<file path="config.mk">
export PLATFORM = sky130hd
export DESIGN_NAME = ucs2_string_to_integer_core
export DESIGN_NICKNAME = d
export VERILOG_FILES = /design/src/hw/rtl/s2i_pkg.sv /design/src/hw/rtl/ucs2_string_to_integer_core.sv /design/src/hw/rtl/s2i_front.sv /design/src/hw/rtl/s2i_queue.sv /design/src/hw/rtl/s2i_back.sv
export SDC_FILE = /design/constraint.sdc
export NUM_CORES = 1
export LEC_CHECK = 0
export BUFFER_PORTS_ARGS = -buffer_cell sky130_fd_sc_hd__buf_2
export CAP_MARGIN = 20
export CORE_MARGIN = 2
export CORE_UTILIZATION = 35
export CTS_BUF_LIST = sky130_fd_sc_hd__clkbuf_16
export CTS_CLUSTER_SIZE = 25
export DETAILED_ROUTE_END_ITERATION = 16
export SLEW_MARGIN = 0
export SYNTH_ARGS = -nofsm -noshare
export SYNTH_HDL_FRONTEND = slang
export SYNTH_SLANG_ARGS = --single-unit
export TNS_END_PERCENT = 30
</file>
<file path="constraint.sdc">
create_clock -name clk_i -period 12.6 [get_ports clk_i]
set_clock_uncertainty 0.05 [all_clocks]
set_input_delay 1.26 -clock clk_i [delete_from_list [all_inputs] [get_ports clk_i]]
set_output_delay 1.26 -clock clk_i [all_outputs]
set_load 0.1 [all_outputs]
</file>
<file path="src/hw/rtl/s2i_pkg.sv">
// shared types and constants of the ucs2 string to integer parser
// no dependencies; imported by every module of the block

package s2i_pkg;

  // configuration register indexes
  localparam logic [1:0] REG_RADIX  = 2'd0;
  localparam logic [1:0] REG_SIGNED = 2'd1;
  localparam logic [1:0] REG_WIDE   = 2'd2;

  localparam logic [5:0] RADIX_RESET   = 6'd10;
  localparam logic [5:0] RADIX_DEFAULT = 6'd10;
  localparam logic [5:0] RADIX_MIN     = 6'd2;
  localparam logic [5:0] RADIX_MAX     = 6'd36;

  // character codes
  localparam logic [15:0] CH_SPACE = 16'h0020;
  localparam logic [15:0] CH_TAB   = 16'h0009;
  localparam logic [15:0] CH_MINUS = 16'h002D;
  localparam logic [15:0] CH_PLUS  = 16'h002B;
  localparam logic [15:0] CH_0     = 16'h0030;
  localparam logic [15:0] CH_9     = 16'h0039;
  localparam logic [15:0] CH_UA    = 16'h0041;
  localparam logic [15:0] CH_UZ    = 16'h005A;
  localparam logic [15:0] CH_LA    = 16'h0061;
  localparam logic [15:0] CH_LZ    = 16'h007A;
  localparam logic [15:0] LETTER_BASE = 16'd10;

  // queue between front and back
  localparam int unsigned QUEUE_DEPTH = 4;
  localparam int unsigned QPTR_W      = 2;
  localparam int unsigned QCNT_W      = 3;

  localparam int unsigned STOP_W = 13;

  typedef enum logic [1:0] {
    CL_SKIP,
    CL_MINUS,
    CL_OTHER
  } cls_e;

  typedef enum logic [1:0] {
    PH_PREFIX,
    PH_DIGITS,
    PH_STOPPED
  } phase_e;

  typedef enum logic [1:0] {
    ST_OK,
    ST_NO_DIGITS,
    ST_RANGE
  } status_e;

  // one classified code unit
  typedef struct packed {
    cls_e       cls;
    logic       dig_ok;
    logic [5:0] dval;
    logic       last;
  } item_t;

  typedef struct packed {
    logic [5:0] radix;
    logic       signed_mode;
    logic       wide_mode;
  } cfg_t;

  // end-of-string snapshot handed to the result stage
  typedef struct packed {
    logic [63:0]       acc;
    logic              minus;
    logic              ovf;
    logic              seen;
    logic              signed_mode;
    logic              wide_mode;
    logic [STOP_W-1:0] stop;
  } fin_t;

endpackage

</file>
<file path="src/hw/rtl/ucs2_string_to_integer_core.sv">
// top level of the ucs2 string to integer parser: configuration registers,
// front classifier, item queue and back end; depends on s2i_pkg and s2i_* modules

// Parses a stream of 16-bit UCS-2 code units, one string per run ending in
// tlast, into an integer. Leading spaces, tabs and plus signs are skipped and
// every minus sign flips the sign; digits 0-9, a-z, A-Z below the radix are
// accumulated, and the first other unit stops the number. Each string gives one
// result transfer with value, status (ok, no digits, out of range) and the stop
// position (index of the terminating unit, or the string length). One code unit
// is taken per clock cycle unless the queue is full. The back end takes a unit
// from the queue whenever one is there, except the last unit of a string while
// the previous result still waits. A four-entry queue sits between the
// classifier and the back end, so input keeps flowing while a result waits,
// until the queue fills. Result tvalid rises once the last unit of its string
// has passed the queue, the result stage and the output register.
// Configuration is written through a separate index/data channel that is
// always ready; write it only while idle.

module ucs2_string_to_integer_core import s2i_pkg::*; #(
  parameter int unsigned MAX_UNITS = 4096
) (
  input  logic        clk_i,
  input  logic        rst_ni,
  // input stream
  input  logic        s_axis_tvalid,
  output logic        s_axis_tready,
  input  logic [15:0] s_axis_tdata,   // [15:0] code_unit
  input  logic        s_axis_tlast,   // last_unit
  // result stream
  output logic        m_axis_tvalid,
  input  logic        m_axis_tready,
  output logic [79:0] m_axis_tdata,   // [63:0] value, [65:64] status, [78:66] stop_pos
  // configuration write channel
  input  logic        cfg_valid_i,
  output logic        cfg_ready_o,
  input  logic [1:0]  cfg_index_i,
  input  logic [5:0]  cfg_data_i
);

  cfg_t              cfg_q;
  item_t             front_item, q_item;
  logic              q_valid, q_ready;
  logic              res_valid;
  logic [63:0]       res_value;
  status_e           res_status;
  logic [STOP_W-1:0] res_stop;

  // configuration registers, unknown indexes are dropped
  assign cfg_ready_o = 1'b1;

  always_ff @(posedge clk_i or negedge rst_ni) begin
    if (!rst_ni) begin
      cfg_q.radix       <= RADIX_RESET;
      cfg_q.signed_mode <= 1'b1;
      cfg_q.wide_mode   <= 1'b1;
    end else if (cfg_valid_i && cfg_ready_o) begin
      unique case (cfg_index_i)
        REG_RADIX:  cfg_q.radix       <= cfg_data_i;
        REG_SIGNED: cfg_q.signed_mode <= cfg_data_i[0];
        REG_WIDE:   cfg_q.wide_mode   <= cfg_data_i[0];
        default:    cfg_q             <= cfg_q;
      endcase
    end
  end

  // classify the incoming unit
  s2i_front u_front (
    .code_unit_i (s_axis_tdata),
    .last_unit_i (s_axis_tlast),
    .item_o      (front_item)
  );

  // decouples the front from the back
  s2i_queue u_queue (
    .clk_i        (clk_i),
    .rst_ni       (rst_ni),
    .push_valid_i (s_axis_tvalid),
    .push_item_i  (front_item),
    .push_ready_o (s_axis_tready),
    .pop_valid_o  (q_valid),
    .pop_item_o   (q_item),
    .pop_ready_i  (q_ready)
  );

  // parse state machine and result formatting
  s2i_back #(
    .MAX_UNITS (MAX_UNITS)
  ) u_back (
    .clk_i        (clk_i),
    .rst_ni       (rst_ni),
    .cfg_i        (cfg_q),
    .item_valid_i (q_valid),
    .item_i       (q_item),
    .item_ready_o (q_ready),
    .res_valid_o  (res_valid),
    .res_ready_i  (m_axis_tready),
    .res_value_o  (res_value),
    .res_status_o (res_status),
    .res_stop_o   (res_stop)
  );

  assign m_axis_tvalid = res_valid;
  assign m_axis_tdata  = {1'b0, res_stop, res_status, res_value};

`ifndef ASSERT_OFF
  // a string without digits reports zero value and zero stop position
  assert property (@(posedge clk_i) disable iff (!rst_ni)
    (m_axis_tvalid && res_status == ST_NO_DIGITS) |-> (res_value == '0 && res_stop == '0))
    else $error("no-digits result with nonzero value or stop position");

  // a waiting result holds steady until it is taken
  assert property (@(posedge clk_i) disable iff (!rst_ni)
    (m_axis_tvalid && !m_axis_tready) |=> (m_axis_tvalid && $stable(m_axis_tdata)))
    else $error("result changed or dropped while waiting");

  // stop position never passes the unit limit
  assert property (@(posedge clk_i) disable iff (!rst_ni)
    m_axis_tvalid |-> (MAX_UNITS > 8191 || int'(res_stop) <= MAX_UNITS))
    else $error("stop position beyond unit limit");

  // a result in narrow mode is never wider than 32 bits
  assert property (@(posedge clk_i) disable iff (!rst_ni)
    (m_axis_tvalid && !cfg_q.wide_mode) |-> (res_value[63:32] == '0))
    else $error("narrow mode result not zero-extended");
`endif

endmodule

</file>
<file path="src/hw/rtl/s2i_front.sv">
// front end: classifies each accepted code unit into skip, minus or other
// and its digit value; depends on s2i_pkg

module s2i_front import s2i_pkg::*; (
  input  logic [15:0] code_unit_i,
  input  logic        last_unit_i,
  output item_t       item_o
);

  logic [15:0] dig_raw;
  logic        dig_ok;

  always_comb begin
    dig_ok  = 1'b1;
    dig_raw = '0;
    if (code_unit_i >= CH_0 && code_unit_i <= CH_9) begin
      dig_raw = code_unit_i - CH_0;
    end else if (code_unit_i >= CH_UA && code_unit_i <= CH_UZ) begin
      dig_raw = code_unit_i - CH_UA + LETTER_BASE;
    end else if (code_unit_i >= CH_LA && code_unit_i <= CH_LZ) begin
      dig_raw = code_unit_i - CH_LA + LETTER_BASE;
    end else begin
      dig_ok = 1'b0;
    end
  end

  always_comb begin
    if (code_unit_i == CH_SPACE || code_unit_i == CH_TAB || code_unit_i == CH_PLUS) begin
      item_o.cls = CL_SKIP;
    end else if (code_unit_i == CH_MINUS) begin
      item_o.cls = CL_MINUS;
    end else begin
      item_o.cls = CL_OTHER;
    end
    item_o.dig_ok = dig_ok;
    item_o.dval   = dig_raw[5:0];
    item_o.last   = last_unit_i;
  end

endmodule

</file>
<file path="src/hw/rtl/s2i_queue.sv">
// small first-in first-out queue of classified items between front and back
// depends on s2i_pkg

module s2i_queue import s2i_pkg::*; (
  input  logic  clk_i,
  input  logic  rst_ni,
  input  logic  push_valid_i,
  input  item_t push_item_i,
  output logic  push_ready_o,
  output logic  pop_valid_o,
  output item_t pop_item_o,
  input  logic  pop_ready_i
);

  item_t              mem_q [QUEUE_DEPTH];
  logic [QPTR_W-1:0]  wr_ptr_q, wr_ptr_d;
  logic [QPTR_W-1:0]  rd_ptr_q, rd_ptr_d;
  logic [QCNT_W-1:0]  count_q, count_d;
  logic               push, pop;

  assign push_ready_o = (count_q != QCNT_W'(QUEUE_DEPTH));
  assign pop_valid_o  = (count_q != '0);
  assign pop_item_o   = mem_q[rd_ptr_q];

  assign push = push_valid_i && push_ready_o;
  assign pop  = pop_valid_o && pop_ready_i;

  always_comb begin
    wr_ptr_d = push ? wr_ptr_q + 1'b1 : wr_ptr_q;
    rd_ptr_d = pop ? rd_ptr_q + 1'b1 : rd_ptr_q;
    count_d  = count_q;
    if (push && !pop) begin
      count_d = count_q + 1'b1;
    end else if (pop && !push) begin
      count_d = count_q - 1'b1;
    end
  end

  always_ff @(posedge clk_i or negedge rst_ni) begin
    if (!rst_ni) begin
      wr_ptr_q <= '0;
      rd_ptr_q <= '0;
      count_q  <= '0;
    end else begin
      wr_ptr_q <= wr_ptr_d;
      rd_ptr_q <= rd_ptr_d;
      count_q  <= count_d;
    end
  end

  always_ff @(posedge clk_i) begin
    if (push) begin
      mem_q[wr_ptr_q] <= push_item_i;
    end
  end

endmodule

</file>
<file path="src/hw/rtl/s2i_back.sv">
// back end: prefix/digit state machine with multiply-add accumulator,
// result stage and output register; depends on s2i_pkg

module s2i_back import s2i_pkg::*; #(
  parameter int unsigned MAX_UNITS = 4096
) (
  input  logic              clk_i,
  input  logic              rst_ni,
  input  cfg_t              cfg_i,
  input  logic              item_valid_i,
  input  item_t             item_i,
  output logic              item_ready_o,
  output logic              res_valid_o,
  input  logic              res_ready_i,
  output logic [63:0]       res_value_o,
  output status_e           res_status_o,
  output logic [STOP_W-1:0] res_stop_o
);

  localparam int unsigned IDX_W = $clog2(MAX_UNITS + 1);

  // parse state
  phase_e           phase_q, phase_d;
  logic             minus_q, minus_d;
  logic [63:0]      acc_q, acc_d;
  logic             ovf_q, ovf_d;
  logic             seen_q, seen_d;
  logic [IDX_W-1:0] idx_q, idx_d;

  // result stage and output register
  logic              fin_valid_q, fin_valid_d;
  fin_t              fin_q, fin_d;
  logic              out_valid_q;
  logic [63:0]       out_value_q, out_value_d;
  status_e           out_status_q, out_status_d;
  logic [STOP_W-1:0] out_stop_q, out_stop_d;

  logic              fin_adv, fin_free, pop, fin_load;
  logic [5:0]        base;
  logic [63:0]       maxw;
  logic [69:0]       prod;
  phase_e            ph;
  logic [IDX_W-1:0]  idx_next;
  logic [IDX_W+STOP_W-1:0] stop_ext;

  assign fin_adv      = fin_valid_q && (!out_valid_q || res_ready_i);
  assign fin_free     = !fin_valid_q || fin_adv;
  assign item_ready_o = !item_i.last || fin_free;
  assign pop          = item_valid_i && item_ready_o;

  assign base = (cfg_i.radix >= RADIX_MIN && cfg_i.radix <= RADIX_MAX) ?
                cfg_i.radix : RADIX_DEFAULT;
  assign maxw = cfg_i.wide_mode ? {64{1'b1}} : {32'b0, {32{1'b1}}};
  assign prod = 70'(acc_q) * 70'(base) + 70'(item_i.dval);

  always_comb begin
    phase_d  = phase_q;
    minus_d  = minus_q;
    acc_d    = acc_q;
    ovf_d    = ovf_q;
    seen_d   = seen_q;
    idx_d    = idx_q;
    ph       = phase_q;
    idx_next = idx_q;
    fin_load = 1'b0;
    stop_ext = '0;
    if (pop) begin
      if (ph == PH_PREFIX) begin
        unique case (item_i.cls)
          CL_SKIP:  ph = PH_PREFIX;
          CL_MINUS: minus_d = ~minus_q;
          default:  ph = PH_DIGITS;
        endcase
      end
      if (ph == PH_DIGITS) begin
        if (!item_i.dig_ok || item_i.dval >= base) begin
          ph = PH_STOPPED;
        end else begin
          // overflow when acc * base + digit leaves the width
          if (prod > 70'(maxw)) begin
            ovf_d = 1'b1;
          end else begin
            acc_d = prod[63:0];
          end
          seen_d = 1'b1;
        end
      end
      if (ph != PH_STOPPED) begin
        idx_next = (idx_q == IDX_W'(MAX_UNITS)) ? idx_q : idx_q + 1'b1;
      end
      phase_d = ph;
      idx_d   = idx_next;
      if (item_i.last) begin
        fin_load = 1'b1;
        stop_ext = {{STOP_W{1'b0}}, idx_next};
        phase_d  = PH_PREFIX;
        minus_d  = 1'b0;
        acc_d    = '0;
        ovf_d    = 1'b0;
        seen_d   = 1'b0;
        idx_d    = '0;
      end
    end
  end

  always_comb begin
    fin_d             = fin_q;
    fin_d.acc         = acc_d;
    fin_d.minus       = minus_d;
    fin_d.ovf         = ovf_d;
    fin_d.seen        = seen_d;
    fin_d.signed_mode = cfg_i.signed_mode;
    fin_d.wide_mode   = cfg_i.wide_mode;
    fin_d.stop        = stop_ext[STOP_W-1:0];
    // take the values before the clear
    if (pop) begin
      fin_d.acc   = (ph == PH_DIGITS && item_i.dig_ok && item_i.dval < base &&
                     !(prod > 70'(maxw))) ? prod[63:0] : acc_q;
      fin_d.minus = (phase_q == PH_PREFIX && item_i.cls == CL_MINUS) ? ~minus_q : minus_q;
      fin_d.ovf   = ovf_q || (ph == PH_DIGITS && item_i.dig_ok && item_i.dval < base &&
                              prod > 70'(maxw));
      fin_d.seen  = seen_q || (ph == PH_DIGITS && item_i.dig_ok && item_i.dval < base);
    end
    if (fin_load) begin
      fin_valid_d = 1'b1;
    end else if (fin_adv) begin
      fin_valid_d = 1'b0;
    end else begin
      fin_valid_d = fin_valid_q;
    end
  end

  // result formatting: saturation, sign and width
  logic [63:0] top, fmaxw, neg;
  logic        f_ovf, ge_top, over_lim;

  always_comb begin
    top      = fin_q.wide_mode ? {1'b1, 63'b0} : {32'b0, 1'b1, 31'b0};
    fmaxw    = fin_q.wide_mode ? {64{1'b1}} : {32'b0, {32{1'b1}}};
    neg      = (64'd0 - fin_q.acc) & fmaxw;
    f_ovf    = fin_q.ovf || (!fin_q.wide_mode && (|fin_q.acc[63:32]));
    ge_top   = fin_q.wide_mode ? fin_q.acc[63] : (|fin_q.acc[63:31]);
    over_lim = fin_q.minus ? (ge_top && (fin_q.acc != top)) : ge_top;
    out_stop_d   = fin_q.stop;
    out_status_d = ST_OK;
    out_value_d  = fin_q.minus ? neg : fin_q.acc;
    if (!fin_q.seen) begin
      out_status_d = ST_NO_DIGITS;
      out_value_d  = '0;
      out_stop_d   = '0;
    end else if (fin_q.signed_mode) begin
      if (f_ovf || over_lim) begin
        out_status_d = ST_RANGE;
        out_value_d  = fin_q.minus ? top : top - 64'd1;
      end
    end else if (f_ovf) begin
      out_status_d = ST_RANGE;
      out_value_d  = fmaxw;
    end
  end

  always_ff @(posedge clk_i or negedge rst_ni) begin
    if (!rst_ni) begin
      phase_q     <= PH_PREFIX;
      minus_q     <= 1'b0;
      acc_q       <= '0;
      ovf_q       <= 1'b0;
      seen_q      <= 1'b0;
      idx_q       <= '0;
      fin_valid_q <= 1'b0;
      out_valid_q <= 1'b0;
    end else begin
      phase_q     <= phase_d;
      minus_q     <= minus_d;
      acc_q       <= acc_d;
      ovf_q       <= ovf_d;
      seen_q      <= seen_d;
      idx_q       <= idx_d;
      fin_valid_q <= fin_valid_d;
      if (fin_adv) begin
        out_valid_q <= 1'b1;
      end else if (res_ready_i) begin
        out_valid_q <= 1'b0;
      end
    end
  end

  always_ff @(posedge clk_i) begin
    if (fin_load) begin
      fin_q <= fin_d;
    end
    if (fin_adv) begin
      out_value_q  <= out_value_d;
      out_status_q <= out_status_d;
      out_stop_q   <= out_stop_d;
    end
  end

  assign res_valid_o  = out_valid_q;
  assign res_value_o  = out_value_q;
  assign res_status_o = out_status_q;
  assign res_stop_o   = out_stop_q;

endmodule
</file>
==> metrics.txt <==
Hold Vio Cnt, Final=0; Hold Path Depth=2; Non-Filler Instances=4056; CP Launch Type=flip-flop; layout cells sized above 1=0.1015; largest stage delay on the critical path=just under 0.6 ns; post-route ant nets=0; starting density of the core=0.3517; global-route wire length before repair=about 130000 µm; status=completed; maximum VDD drop=approximately 0.13 mV; Setup Crit Path Kind=reg2reg; max_cap viols=0; CP max-delay cell=o31a_2; mapped cell area=roughly 29000 µm²; 1st-iter DRT viols=1407; CTS sink cnt=300; max-slew violations=0; Data required, critical path=around 13 ns; sequential share of the synthesized area=0.2969; die area=84290 µm²; Crit Path Max Fanout=between 70 and 80; pre-CTS WS=1.187 ns; DP Wirelength=approximately 61000 µm; R2R setup slack=between 1 and 1.5 ns; mux contribution to synthesized area=0.03384; Synth Area in Simple Gates=0.1793; Pleak=between 10 and 15 nW; most frequent cells in the layout=312 x nand2_1, 253 x fa_1, 241 x inv_1; largest area contributor in the netlist=edfxtp_1; post-synthesis xor/xnor area fraction=0.03663; register bit count reported by yosys=300; Worst setup EP type=flip-flop; RSZ-0062 raised after global routing=false; Hold Path Class=reg2reg; CTS Buf Count=36; Final setup viols=0; Synth async-reset ratio=0.3300; routed len/inst=about 20 µm; post-CTS sizing=0; mean post-synth cell area=about 9.8 µm²; setup bufs post-CTS=0; total number of vias=approximately 22000; worst hold margin=roughly 0.43 ns; GRT Total Usage=0.1900; io pins=between 100 and 150; CP Data Arrival Time=11.96 ns; width of the chip=approximately 290 µm; Adder-Cell Fraction of Synth Area=0.2646; Power Density=roughly 180 nW/µm²; first-pass iteration count of the detailed router=7; most common cell after layout, fill and taps aside=nand2_1; post-synthesis compound-gate area fraction=0.1342; YS warnings=0; largest cells by area after synthesis=edfxtp_1 21%, fa_1 18%, ha_1 8.8%; Syn Nets=about 3400; Placed Instances=between 3000 and 4000; Yosys top cell area share=0.2104; Worst-path clk slew=0.06 ns; combinational family with the most area after synthesis=adder cells; CTS Hold Bufs=0; Top FF cell, synth=edfxtp_1; final worst setup slack=~1 ns; Clk Latency, worst-skew pair=~0.57 ns; FMAX=around 86 MHz; DRT Wirelength=approximately 80000 µm; Die H=between 200 and 300 µm; H-Tree Depth=2; Final TNS setup=0 ns; row cnt=105; vias in the first global route=around 23000; detailed-route DRC error count=0; Gate Count Post-Synth=~3000; CTS tree=done; area grow syn2layout=9.223%; clk buf depth=3; PortBufs=110; vias per std cell=5.432; initial antenna violation count=5; Netlist cell types=88; Tightest Pin Transition=1.095 ns; grt ovf=0; number of flops mapped to enable cells by yosys=201; nets@finish=approximately 3400; Max-slew headroom=0.2686; r2r startpoint=cfg_q[4]; fin crit share=0.9192; Core ar.=approximately 82000 µm²; Period minus WS final=about 12 ns; GP Congestion=0.9325; crit-path most repeated cell=inv_1; cell count of the worst reg-to-reg path=38; clock root cell=clkbuf_16; pin count of the biggest net entering global routing=73
[synthesized netlist by cell type (7+ instances only)]
cell type	count
or4_1	17
a221oi_1	7
o21a_1	24
o21ai_0	118
or2_2	14
o31ai_1	20
nor4_1	22
edfxtp_1	201
or3_1	23
and2_1	192
inv_1	233
xnor2_1	49
xor2_1	71
ha_1	202
fa_1	253
clkbuf_1	118
nor2_1	132
o211ai_1	12
nand2b_1	15
dfrtp_1	95
o21ai_1	11
buf_6	7
mux4_2	10
a31oi_1	23
nand3_1	47
mux2i_1	7
a22o_1	66
buf_2	14
nand4_1	41
and4_1	9
mux2_2	60
buf_1	15
nand2_1	312
a211oi_1	13
a21oi_1	176
nor3_1	45
o21bai_1	17
a21o_1	45
and3_1	88
[final cells by class]
cell class,count,area (µm²)
well taps,1070,1339
clock buffers,38,950.9
clock inverters,28,195.2
inverters,234,879.6
flip-flops and latches,300,8518
fillers,8150,50240
diodes,1,2.502
multi-input cells,2244,18660
repair buffers,141,798.3
[where the power goes]
part	total, mW	internal (mW)	switching [mW]
clock	1.02	0.588	0.436
combinational	2.89	0.679	2.22
sequential	1.79	1.52	0.270
[worst max-delay path by stage]
stage,from,slack [ns],to
2_1_floorplan,cfg_q[2],3.69,flip-flop
3_5_place_dp,cfg_q[4],1.19,flip-flop
4_1_cts,cfg_q[4],1.08,flip-flop
6_report,cfg_q[4],1.02,flip-flop
5_1_grt,cfg_q[4],0.34,flip-flop
3_3_place_gp,cfg_q[4],1.54,flip-flop
[worst max-delay path: cells and delay by family (launching register included)]
family,cells,cell delay [ns]
buffers and inverters,8,1.70
xor gates and xnor gates,1,0.12
DFF,1,0.34
adders and majority gates,6,2.70
AOI/OAI and AO/OA,10,3.27
and+or+nand+nor,13,3.20
[stage by stage]
step,total power [mW],cell area (µm²),util
after floorplan,3.987,28690,-
after global placement,4.701,30170,0.3698
after detailed placement,4.707,30190,0.3701
after CTS,5.750,31340,0.3841
after global routing,6.033,31340,0.3841
final,5.712,31340,0.3841
[kinds of logic after synthesis]
| kind of cell | Yosys count |
|---|---|
| AOI/OAI and AO/OA | 593 |
| xor gates and xnor gates | 120 |
| adders and majority gates | 455 |
| buffers and inverters | 393 |
| DFF | 300 |
| muxes | 77 |
| other | 2 |
| and+or+nand+nor | 997 |
[layer usage]
layer,track usage,up-vias,wire length (µm)
met5,0,-,28
met4,0.04726,6,1579
met3,0.04199,105,5814
met2,0.3065,701,36010
met1,0.2588,10907,35910
li1,-,10315,-
(Power assumes the default switching activity.)
